$ cat config.mk
export PLATFORM = sky130hd
export DESIGN_NAME = array_binary_tree_store_top_flat
export DESIGN_NICKNAME = d
export VERILOG_FILES = /design/src/design/abts_pkg.sv /design/src/design/abts_ifs.sv /design/src/design/abts_ram.sv /design/src/design/abts_ctrl.sv /design/src/design/array_binary_tree_store_top.sv /design/src/flat_wrapper.sv
export SDC_FILE = /design/constraint.sdc
export NUM_CORES = 2
export LEC_CHECK = 0
export BUFFER_PORTS_ARGS = -buffer_cell sky130_fd_sc_hd__buf_2
export CAP_MARGIN = 10
export CORE_UTILIZATION = 60
export CTS_CLUSTER_DIAMETER = 60
export DETAILED_ROUTE_END_ITERATION = 8
export PLACE_DENSITY_LB_ADDON = 0.08
export SLEW_MARGIN = 15
export SYNTH_ARGS = -nofsm -noshare
export SYNTH_HDL_FRONTEND = slang
export SYNTH_HIERARCHICAL = 1
export SYNTH_MEMORY_MAX_BITS = 65536
export SYNTH_SLANG_ARGS = --single-unit
$ cat constraint.sdc
create_clock -name clk -period 7 [get_ports clk]
set_input_delay 1.4 -clock clk [delete_from_list [all_inputs] [get_ports clk]]
set_output_delay 1.4 -clock clk [all_outputs]
set_load 0.01 [all_outputs]
$ cat src/design/abts_pkg.sv
`timescale 1ns / 1ps
// ============================================================================
// abts_pkg
// Shared types and constants of the array-based binary tree store.
// ============================================================================
package abts_pkg;

    // Default sizes of the store.
    localparam int SLOT_COUNT_DEF = 128;
    localparam int DATA_WIDTH_DEF = 32;

    // Fixed widths of the request and result words.
    localparam int ACTION_W    = 3;
    localparam int SLOT_IDX_W  = 7;
    localparam int NODE_DATA_W = 32;
    localparam int VALUE_W     = 32;

    // Width for slot arithmetic: a grandchild of the largest addressable
    // slot, 2 * (2 * 127 + 2) + 2, still fits.
    localparam int IDX_CALC_W = 11;

    typedef enum logic [ACTION_W-1:0] {
        ACT_ROOT   = 3'd0,
        ACT_LEFT   = 3'd1,
        ACT_RIGHT  = 3'd2,
        ACT_REMOVE = 3'd3,
        ACT_QUERY  = 3'd4
    } action_t;

    typedef struct packed {
        logic               done_res;
        logic               slot_present;
        logic [VALUE_W-1:0] slot_value;
        logic               slot_is_leaf;
        logic               tree_empty;
    } res_t;

endpackage

$ cat src/design/abts_ifs.sv
`timescale 1ns / 1ps
// ============================================================================
// abts_in_if / abts_out_if
// Valid/ready channels for request words and result words.
// ============================================================================
interface abts_in_if import abts_pkg::*; ();
    logic                   valid;
    logic                   ready;
    logic [ACTION_W-1:0]    action;
    logic [SLOT_IDX_W-1:0]  slot_index;
    logic [NODE_DATA_W-1:0] node_data;

    modport source (output valid, output action, output slot_index, output node_data,
                    input ready);
    modport sink   (input valid, input action, input slot_index, input node_data,
                    output ready);
endinterface

interface abts_out_if import abts_pkg::*; ();
    logic               valid;
    logic               ready;
    logic               done_res;
    logic               slot_present;
    logic [VALUE_W-1:0] slot_value;
    logic               slot_is_leaf;
    logic               tree_empty;

    modport source (output valid, output done_res, output slot_present, output slot_value,
                    output slot_is_leaf, output tree_empty, input ready);
    modport sink   (input valid, input done_res, input slot_present, input slot_value,
                    input slot_is_leaf, input tree_empty, output ready);
endinterface

$ cat src/design/abts_ram.sv
`timescale 1ns / 1ps
// ============================================================================
// abts_ram
// Generic single-write, single-read RAM with a registered read port.
// ============================================================================
module abts_ram #(
    parameter int WIDTH = 8,
    parameter int DEPTH = 16,
    localparam int AW = $clog2(DEPTH)
) (
    input  logic             clk,
    input  logic             we,
    input  logic [AW-1:0]    waddr,
    input  logic [WIDTH-1:0] wdata,
    input  logic [AW-1:0]    raddr,
    output logic [WIDTH-1:0] rdata
);

    logic [WIDTH-1:0] mem [DEPTH];

    always_ff @(posedge clk)
    begin
        if (we)
        begin
            mem[waddr] <= wdata;
        end
        rdata <= mem[raddr];
    end

endmodule

$ cat src/design/abts_ctrl.sv
`timescale 1ns / 1ps
// ============================================================================
// abts_ctrl
// Request sequencer: clears the presence bits after reset, reads the parent,
// the reported slot and its two children, then writes back and reports.
// ============================================================================
module abts_ctrl import abts_pkg::*; #(
    parameter int SLOT_COUNT = SLOT_COUNT_DEF,
    parameter int DATA_WIDTH = DATA_WIDTH_DEF,
    localparam int AW = $clog2(SLOT_COUNT)
) (
    input  logic                clk,
    input  logic                rst_n,
    abts_in_if.sink             in_ch,
    output logic                res_valid,
    input  logic                res_ready,
    output res_t                res,
    output logic                mem_we,
    output logic [AW-1:0]       mem_waddr,
    output logic [DATA_WIDTH:0] mem_wdata,
    output logic [AW-1:0]       mem_raddr,
    input  logic [DATA_WIDTH:0] mem_rdata
);

    typedef enum logic [4:0] {
        ST_CLR  = 5'b00001,
        ST_IDLE = 5'b00010,
        ST_RD   = 5'b00100,
        ST_WAIT = 5'b01000,
        ST_UPD  = 5'b10000
    } state_t;

    localparam logic [1:0] RD_PARENT = 2'd0;
    localparam logic [1:0] RD_SLOT   = 2'd1;
    localparam logic [1:0] RD_LEFT   = 2'd2;
    localparam logic [1:0] RD_RIGHT  = 2'd3;

    state_t                  state_reg, state_next;
    logic [1:0]              cnt_reg, cnt_next;
    logic [AW-1:0]           clr_cnt_reg, clr_cnt_next;
    logic                    root_reg, root_next;
    logic                    cap_vld_reg, cap_vld_next;
    logic [1:0]              cap_k_reg, cap_k_next;
    logic                    cap_ok_reg, cap_ok_next;
    logic                    pv_reg, sv_reg, c1v_reg, c2v_reg;

    logic [ACTION_W-1:0]     act_reg;
    logic [IDX_CALC_W-1:0]   p_reg, s_reg;
    logic                    s_ok_reg;
    logic [DATA_WIDTH-1:0]   data_reg, sval_reg;

    logic                    accept;
    logic [IDX_CALC_W-1:0]   in_base, in_shown, rd_addr;
    logic                    rd_ok, rd_bit, no_kids, leaf_now;
    logic                    u_we, root_after;
    logic [DATA_WIDTH:0]     u_wdata;
    logic                    u_done, u_present, u_leaf;
    logic [DATA_WIDTH-1:0]   u_value;

    assign accept      = (state_reg == ST_IDLE) && in_ch.valid;
    assign in_ch.ready = (state_reg == ST_IDLE);

    // The reported slot: the root, the child 2i+1 or 2i+2, or the index itself.
    assign in_base = IDX_CALC_W'(in_ch.slot_index);
    always_comb
    begin
        case (in_ch.action) inside
            ACT_ROOT:           in_shown = '0;
            ACT_LEFT, ACT_RIGHT: in_shown = (in_base << 1) + IDX_CALC_W'(in_ch.action);
            default:            in_shown = in_base;
        endcase
    end

    always_comb
    begin
        case (cnt_reg)
            RD_PARENT: rd_addr = p_reg;
            RD_SLOT:   rd_addr = s_reg;
            RD_LEFT:   rd_addr = (s_reg << 1) + IDX_CALC_W'(1);
            default:   rd_addr = (s_reg << 1) + IDX_CALC_W'(2);
        endcase
    end

    // Slots beyond the store read as absent.
    assign rd_ok  = 32'(rd_addr) < 32'(SLOT_COUNT);
    assign rd_bit = mem_rdata[DATA_WIDTH] && cap_ok_reg;

    assign no_kids  = !c1v_reg && !c2v_reg;
    assign leaf_now = sv_reg && no_kids;

    always_comb
    begin
        u_we       = 1'b0;
        u_wdata    = {1'b1, data_reg};
        u_done     = 1'b0;
        u_present  = sv_reg;
        u_value    = sv_reg ? sval_reg : '0;
        u_leaf     = leaf_now;
        root_after = root_reg;
        case (act_reg) inside
            ACT_ROOT:
            begin
                u_we       = 1'b1;
                u_done     = 1'b1;
                u_present  = 1'b1;
                u_value    = data_reg;
                u_leaf     = no_kids;
                root_after = 1'b1;
            end
            ACT_LEFT, ACT_RIGHT:
            begin
                if (pv_reg && s_ok_reg)
                begin
                    u_we      = 1'b1;
                    u_done    = 1'b1;
                    u_present = 1'b1;
                    u_value   = data_reg;
                    u_leaf    = no_kids;
                end
            end
            ACT_REMOVE:
            begin
                if (leaf_now)
                begin
                    u_we      = 1'b1;
                    u_wdata   = {1'b0, sval_reg};
                    u_done    = 1'b1;
                    u_present = 1'b0;
                    u_value   = '0;
                    u_leaf    = 1'b0;
                    if (s_reg == '0)
                    begin
                        root_after = 1'b0;
                    end
                end
            end
            ACT_QUERY:
            begin
                u_done = sv_reg;
            end
            default:
            begin
            end
        endcase
    end

    assign res_valid         = (state_reg == ST_UPD);
    assign res.done_res      = u_done;
    assign res.slot_present  = u_present;
    assign res.slot_value    = VALUE_W'(u_value);
    assign res.slot_is_leaf  = u_leaf;
    assign res.tree_empty    = !root_after;

    assign mem_we    = (state_reg == ST_CLR) || (res_valid && res_ready && u_we);
    assign mem_waddr = (state_reg == ST_CLR) ? clr_cnt_reg : AW'(s_reg);
    assign mem_wdata = (state_reg == ST_CLR) ? '0 : u_wdata;
    assign mem_raddr = AW'(rd_addr);

    always_comb
    begin
        state_next   = state_reg;
        cnt_next     = cnt_reg;
        clr_cnt_next = clr_cnt_reg;
        root_next    = root_reg;
        cap_vld_next = (state_reg == ST_RD);
        cap_k_next   = cnt_reg;
        cap_ok_next  = rd_ok;
        unique case (state_reg)
            ST_CLR:
            begin
                clr_cnt_next = clr_cnt_reg + AW'(1);
                if (clr_cnt_reg == AW'(SLOT_COUNT - 1))
                begin
                    state_next = ST_IDLE;
                end
            end
            ST_IDLE:
            begin
                cnt_next = RD_PARENT;
                if (in_ch.valid)
                begin
                    state_next = ST_RD;
                end
            end
            ST_RD:
            begin
                cnt_next = cnt_reg + 2'd1;
                if (cnt_reg == RD_RIGHT)
                begin
                    state_next = ST_WAIT;
                end
            end
            ST_WAIT:
            begin
                state_next = ST_UPD;
            end
            ST_UPD:
            begin
                if (res_ready)
                begin
                    root_next  = root_after;
                    state_next = ST_IDLE;
                end
            end
            default:
            begin
                state_next = ST_CLR;
            end
        endcase
    end

    always_ff @(posedge clk or negedge rst_n)
    begin
        if (!rst_n)
        begin
            state_reg   <= ST_CLR;
            cnt_reg     <= RD_PARENT;
            clr_cnt_reg <= '0;
            root_reg    <= 1'b0;
            cap_vld_reg <= 1'b0;
            cap_k_reg   <= RD_PARENT;
            cap_ok_reg  <= 1'b0;
        end
        else
        begin
            state_reg   <= state_next;
            cnt_reg     <= cnt_next;
            clr_cnt_reg <= clr_cnt_next;
            root_reg    <= root_next;
            cap_vld_reg <= cap_vld_next;
            cap_k_reg   <= cap_k_next;
            cap_ok_reg  <= cap_ok_next;
        end
    end

    always_ff @(posedge clk)
    begin
        if (accept)
        begin
            act_reg  <= in_ch.action;
            p_reg    <= in_base;
            s_reg    <= in_shown;
            s_ok_reg <= 32'(in_shown) < 32'(SLOT_COUNT);
            data_reg <= DATA_WIDTH'(in_ch.node_data);
        end
        if (cap_vld_reg)
        begin
            case (cap_k_reg)
                RD_PARENT: pv_reg <= rd_bit;
                RD_SLOT:
                begin
                    sv_reg   <= rd_bit;
                    sval_reg <= mem_rdata[DATA_WIDTH-1:0];
                end
                RD_LEFT:   c1v_reg <= rd_bit;
                default:   c2v_reg <= rd_bit;
            endcase
        end
    end

`ifndef SYNTHESIS
    a_write_in_range: assert property (@(posedge clk) disable iff (!rst_n)
        (mem_we && state_reg == ST_UPD) |-> s_ok_reg)
        else $error("write-back addresses a slot beyond the store");

    a_root_insert_sets_root: assert property (@(posedge clk) disable iff (!rst_n)
        (res_valid && res_ready && act_reg == ACT_ROOT) |=> root_reg)
        else $error("root insert did not mark the root present");

    a_root_remove_clears_root: assert property (@(posedge clk) disable iff (!rst_n)
        (res_valid && res_ready && act_reg == ACT_REMOVE && res.done_res && s_reg == '0)
        |=> !root_reg)
        else $error("root removal left the root present");

    a_update_after_reads: assert property (@(posedge clk) disable iff (!rst_n)
        (state_reg == ST_UPD) |-> ($past(state_reg) == ST_WAIT || $past(state_reg) == ST_UPD))
        else $error("update entered without completing the slot reads");
`endif

endmodule

$ cat src/design/array_binary_tree_store_top.sv
`timescale 1ns / 1ps
// ============================================================================
// array_binary_tree_store_top
// Binary tree kept in an implicit array of slots, one request at a time.
// ============================================================================
// After reset the block sweeps the slot memory once to clear every presence
// bit, with in.ready low. The slot memory has one read port, and a request
// reads four entries (parent, reported slot and its two children) before it
// writes back and hands its result word to the output register; the next
// request is taken in only after that. A finished result waits in that
// register while the next request is taken in.
module array_binary_tree_store_top import abts_pkg::*; #(
    parameter int SLOT_COUNT = SLOT_COUNT_DEF,
    parameter int DATA_WIDTH = DATA_WIDTH_DEF
) (
    input  logic       clk,
    input  logic       rst_n,
    abts_in_if.sink    in_ch,
    abts_out_if.source out_ch
);

    localparam int AW = $clog2(SLOT_COUNT);

    logic                res_valid, res_ready;
    res_t                res;
    logic                mem_we;
    logic [AW-1:0]       mem_waddr, mem_raddr;
    logic [DATA_WIDTH:0] mem_wdata, mem_rdata;

    logic                out_valid_reg, out_valid_next;
    res_t                out_word_reg;

    abts_ctrl #(
        .SLOT_COUNT (SLOT_COUNT),
        .DATA_WIDTH (DATA_WIDTH)
    ) u_ctrl (
        .clk       (clk),
        .rst_n     (rst_n),
        .in_ch     (in_ch),
        .res_valid (res_valid),
        .res_ready (res_ready),
        .res       (res),
        .mem_we    (mem_we),
        .mem_waddr (mem_waddr),
        .mem_wdata (mem_wdata),
        .mem_raddr (mem_raddr),
        .mem_rdata (mem_rdata)
    );

    // Each entry holds the presence bit above the stored value.
    abts_ram #(
        .WIDTH (DATA_WIDTH + 1),
        .DEPTH (SLOT_COUNT)
    ) u_slot_ram (
        .clk   (clk),
        .we    (mem_we),
        .waddr (mem_waddr),
        .wdata (mem_wdata),
        .raddr (mem_raddr),
        .rdata (mem_rdata)
    );

    assign res_ready = !out_valid_reg || out_ch.ready;

    always_comb
    begin
        out_valid_next = out_valid_reg;
        if (res_valid && res_ready)
        begin
            out_valid_next = 1'b1;
        end
        else if (out_ch.ready)
        begin
            out_valid_next = 1'b0;
        end
    end

    always_ff @(posedge clk or negedge rst_n)
    begin
        if (!rst_n)
        begin
            out_valid_reg <= 1'b0;
        end
        else
        begin
            out_valid_reg <= out_valid_next;
        end
    end

    always_ff @(posedge clk)
    begin
        if (res_valid && res_ready)
        begin
            out_word_reg <= res;
        end
    end

    assign out_ch.valid        = out_valid_reg;
    assign out_ch.done_res     = out_word_reg.done_res;
    assign out_ch.slot_present = out_word_reg.slot_present;
    assign out_ch.slot_value   = out_word_reg.slot_value;
    assign out_ch.slot_is_leaf = out_word_reg.slot_is_leaf;
    assign out_ch.tree_empty   = out_word_reg.tree_empty;

endmodule
$ cat src/flat_wrapper.sv
// flat-port wrapper written by rule: the top's interface ports become plain ports
module array_binary_tree_store_top_flat import abts_pkg::*;
#(
    parameter int SLOT_COUNT = SLOT_COUNT_DEF,
    parameter int DATA_WIDTH = DATA_WIDTH_DEF
)
  (clk, rst_n, in_ch_valid, in_ch_action, in_ch_slot_index, in_ch_node_data, in_ch_ready, out_ch_valid, out_ch_done_res, out_ch_slot_present, out_ch_slot_value, out_ch_slot_is_leaf, out_ch_tree_empty, out_ch_ready);
  abts_in_if in_ch_i ();
  abts_out_if out_ch_i ();
  input  logic clk;
  input  logic rst_n;
  input wire logic [$bits(in_ch_i.valid)-1:0] in_ch_valid;
  input wire logic [$bits(in_ch_i.action)-1:0] in_ch_action;
  input wire logic [$bits(in_ch_i.slot_index)-1:0] in_ch_slot_index;
  input wire logic [$bits(in_ch_i.node_data)-1:0] in_ch_node_data;
  output wire logic [$bits(in_ch_i.ready)-1:0] in_ch_ready;
  output wire logic [$bits(out_ch_i.valid)-1:0] out_ch_valid;
  output wire logic [$bits(out_ch_i.done_res)-1:0] out_ch_done_res;
  output wire logic [$bits(out_ch_i.slot_present)-1:0] out_ch_slot_present;
  output wire logic [$bits(out_ch_i.slot_value)-1:0] out_ch_slot_value;
  output wire logic [$bits(out_ch_i.slot_is_leaf)-1:0] out_ch_slot_is_leaf;
  output wire logic [$bits(out_ch_i.tree_empty)-1:0] out_ch_tree_empty;
  input wire logic [$bits(out_ch_i.ready)-1:0] out_ch_ready;
  assign in_ch_i.valid = in_ch_valid;
  assign in_ch_i.action = in_ch_action;
  assign in_ch_i.slot_index = in_ch_slot_index;
  assign in_ch_i.node_data = in_ch_node_data;
  assign in_ch_ready = in_ch_i.ready;
  assign out_ch_valid = out_ch_i.valid;
  assign out_ch_done_res = out_ch_i.done_res;
  assign out_ch_slot_present = out_ch_i.slot_present;
  assign out_ch_slot_value = out_ch_i.slot_value;
  assign out_ch_slot_is_leaf = out_ch_i.slot_is_leaf;
  assign out_ch_tree_empty = out_ch_i.tree_empty;
  assign out_ch_i.ready = out_ch_ready;
  array_binary_tree_store_top #(.SLOT_COUNT(SLOT_COUNT), .DATA_WIDTH(DATA_WIDTH)) u_core (.clk(clk), .rst_n(rst_n), .in_ch(in_ch_i), .out_ch(out_ch_i));
endmodule
==> results by group <==
Worst setup path
  • Largest fanout on the critical path: 36
  • CP Cell Sequence: buf_4 -> nor3b_2 -> a21oi_1 -> o21ai_0 -> buf_4 -> nor2b_1 -> nand2_2 -> nor2_4 -> buf_4
  • CP Capture Type: register
  • Startpoint types: register
  • Max incr delay on CP: roughly 910 ps
  • Required @ worst endpoint: ~7600 ps
  • Crit path DAT: 5940 ps
  • CP most frequent cell: buf_4
  • CP max-delay cell: nor2_4
  • Kind of critical path: register to register

Placement
  • Placed Area: approximately 180000 sq um
  • Port bufs: 83
  • RePlAce Congestion: around 0.84
  • Setup WS pre-CTS: about 1200 ps
  • Hpwl dp: 246000 microns

Logic synthesis
  • Avg Cell Area, Syn: between 20 and 25 sq um
  • Top-area cell type share of the netlist area: a little under 80%
  • Synth cell count leaders: edfxtp_1, mux4_2, clkbuf_1
  • Ys Warns: 6
  • Most common cell in the netlist: edfxtp_1
  • Post-synth ARST share: 0.454%
  • Post-Syn Nets: roughly 6800
  • Synth area leaders: edfxtp_1, mux4_2, clkbuf_1
  • Number of synthesized flops with an enable pin: between 4000 and 5000
  • Leading area contributor after synthesis: edfxtp_1
  • Register area share after synthesis: between 70% and 80%
  • Synth unique cells: between 50 and 60
  • Seq cells post-synth: around 4400
  • Post-Synthesis Cells: 6721
  • Synthesized area: between 150000 and 200000 sq um
  • Ys flop type: edfxtp_1

Timing
  • Period utilisation layout: 76.2%
  • Final Hold Viols: 0
  • RSZ-0062 raised after global routing: false
  • Post-Route Setup TNS: 0 ps
  • Slew headroom: around 17%
  • Final Max Tran Viols: 0
  • Final setup fails: 0
  • Fmax: around 190 MHz
  • Final setup skew: between 20 and 30 ps
  • Final Critical Period: ~5300 ps
  • Slew @ Worst Pin: about 1200 ps
  • Setup ws final: approximately 1700 ps

Power and ir drop
  • Worst VDD drop: roughly 0.00023 V
  • Clock power share: approximately 44%
  • Power Density: approximately 270 nW/um^2
  • Static leakage: about 56 nW
  • Logic pwr share: less than 1%
  • Switching share of power: around a fifth
  • Int Power: ~0.042 W
  • Net Switching: slightly below 0.01 W
  • Sequential cell fraction of total power: between 50% and 60%

Route
  • Post-Route WL: between 400000 and 500000 microns
  • DRC errors left: 0
  • Starting DRT DRC Count: between 10000 and 15000
  • Via Count: ~80000
  • Avg WL per Cell: roughly 38 microns
  • Pre-antenna DRT Iters: 5
  • Post-route ant nets: 0
  • Via density per instance: 6.94

Global route
  • Largest net degree at the start of global routing: between 100 and 150
  • Initial antenna violation count: 43
  • Remaining Overflow, GRT: 0
  • GRT Total Usage: about 31%
  • Vias in the first global route: approximately 78000
  • First-pass GRT wire length: between 500000 and 600000 microns

Final layout
  • Share of cells above drive strength 1: 34.9%
  • Final-layout fill cell count: approximately 17000
  • Largest register FFs: between 4000 and 5000
  • Multi-input gate area: 35900 sq um
  • Post-route design area: between 150000 and 200000 sq um
  • Register area: 132000 sq um
  • Biggest register: u_core/u_slot_ram/mem
  • Nets: 7257
  • Top Registers: u_core/u_slot_ram/mem x4224, u_core/u_slot_ram/rdata x33
  • Synth-to-Final Area Change: 13.1%
  • Fin util: around two thirds

Floorplanning
  • Initial Utilization: between 60% and 70%
  • # IOs: 84
  • FP Rows: 193
  • Chip Height: between 500 and 600 microns
  • Die extent in x: 531 microns
  • Die area: between 200000 and 300000 sq um
  • Core footprint: ~280000 sq um

Status
  • Status: completed

CTS
  • Longest Clk Path Bufs: 4
  • Post-CTS setup buffer count: 0
  • Post-cts sizing count: 0
  • TritonCTS buffer count: about 430
  • Clock-pin slew on the worst setup and hold paths: 60 ps
  • Clock Sink Count: around 4400
  • H-tree depth: 5
  • CTS Root Cell: clkbuf_16
  • Worst-skew pair later-pin latency: between 900 and 1000 ps
  • Hold_buf cts: 0
  • CTS tree: done

Run
  • # Max-Cap Violations: 0

Min path
  • HP Class: register to register
[final cells by class]
type | instances | area share [%]
antenna | 13 | 0.0171
clock buffer | 546 | 6.01
clock inverter | 252 | 1.27
inverter | 11 | 0.0217
multi-input combinational | 1948 | 18.9
sequential | 4401 | 69.4
tap | 3705 | 2.44
timing repair buffer | 407 | 1.95
[metrics by stage]
stage	total power, W	instances	hold WS [ps]
after global routing	0.0525	11300	404
after floorplan	0.0291	6721	386
after CTS	0.0516	11300	357
after global placement	0.0291	10500	391
after detailed placement	0.0291	10500	390
final	0.0513	11300	404
[critical path, delay by kind of cell, from the launching register on]
family,cells,cell delay [ps]
AND/OR/NAND/NOR,4,2350
buffers and inverters,3,1360
AO/OA/AOI/OAI,2,900
flip-flops,1,330
[path summary, 6_finish.rpt]
check / cells past startpoint / slack, ps / from / to
max: 9 / 1670 / u_core/u_ctrl/sv_reg$_DFFE_PP_ / u_core/u_slot_ram/mem[32][18]$_DFFE_PP_
min: 0 / 400 / u_core/u_slot_ram/rdata[23]$_DFF_P_ / u_core/u_ctrl/sval_reg[23]$_DFFE_PP_
max reg2reg: 9 / 1670 / u_core/u_ctrl/sv_reg$_DFFE_PP_ / u_core/u_slot_ram/mem[32][18]$_DFFE_PP_
min reg2reg: 0 / 400 / u_core/u_slot_ram/rdata[23]$_DFF_P_ / u_core/u_ctrl/sval_reg[23]$_DFFE_PP_
max in group asynchronous: 1 / 6240 / rst_n / u_core/u_ctrl/state_reg[0]$_DFFE_PN1P_
min in group asynchronous: 1 / 410 / rst_n / u_core/out_ch.valid$_DFFE_PN0P_
[per-layer routing]
layer,global-route usage [%],part of all wire (%),vias to the layer above
met2,46.1,46,4727
met5,0,0.013,-
met4,8.21,2.9,8
met3,8.69,13,587
li1,-,-,30200
met1,46.3,38,42800
[kinds of logic (layout without fill, tap and decap cells)]
kind of cell               after synthesis  after routing  synth area share, %
adders and majority gates               10             10               0.0790
muxes                                 1426           1426                 18.9
and+or+nand+nor                        388            388                0.994
buffers and inverters                  372           1216                0.957
DFF                                   4401           4401                 78.5
AOI/OAI and AO/OA                      106            106                0.523
other                                    0             13                    0
xor gates and xnor gates                18             18               0.0939
[power groups by stage]
stage	combinational, W	sequential (W)	clock, W
3_5_place_dp	0.0000368	0.0291	0
2_1_floorplan	0.0000121	0.0291	0
6_report	0.0000372	0.0285	0.0228
5_1_grt	0.0000399	0.0285	0.0240
3_3_place_gp	0.0000362	0.0291	0
4_1_cts	0.0000374	0.0285	0.0230
[cell usage in the layout (no fill, tap or decap), drive strengths merged, types with 17 or more instances in the layout]
master / count
dfrtp: 19
nand2: 173
mux4: 1386
dfxtp: 33
a21oi: 36
buf: 407
inv: 26
nand3: 17
bufinv: 41
o31ai: 36
clkinvlp: 20
edfxtp: 4348
clkinv: 176
clkbuf: 546
mux2: 33
nor2: 136
Note: power is estimated with default switching activity, not from simulation.
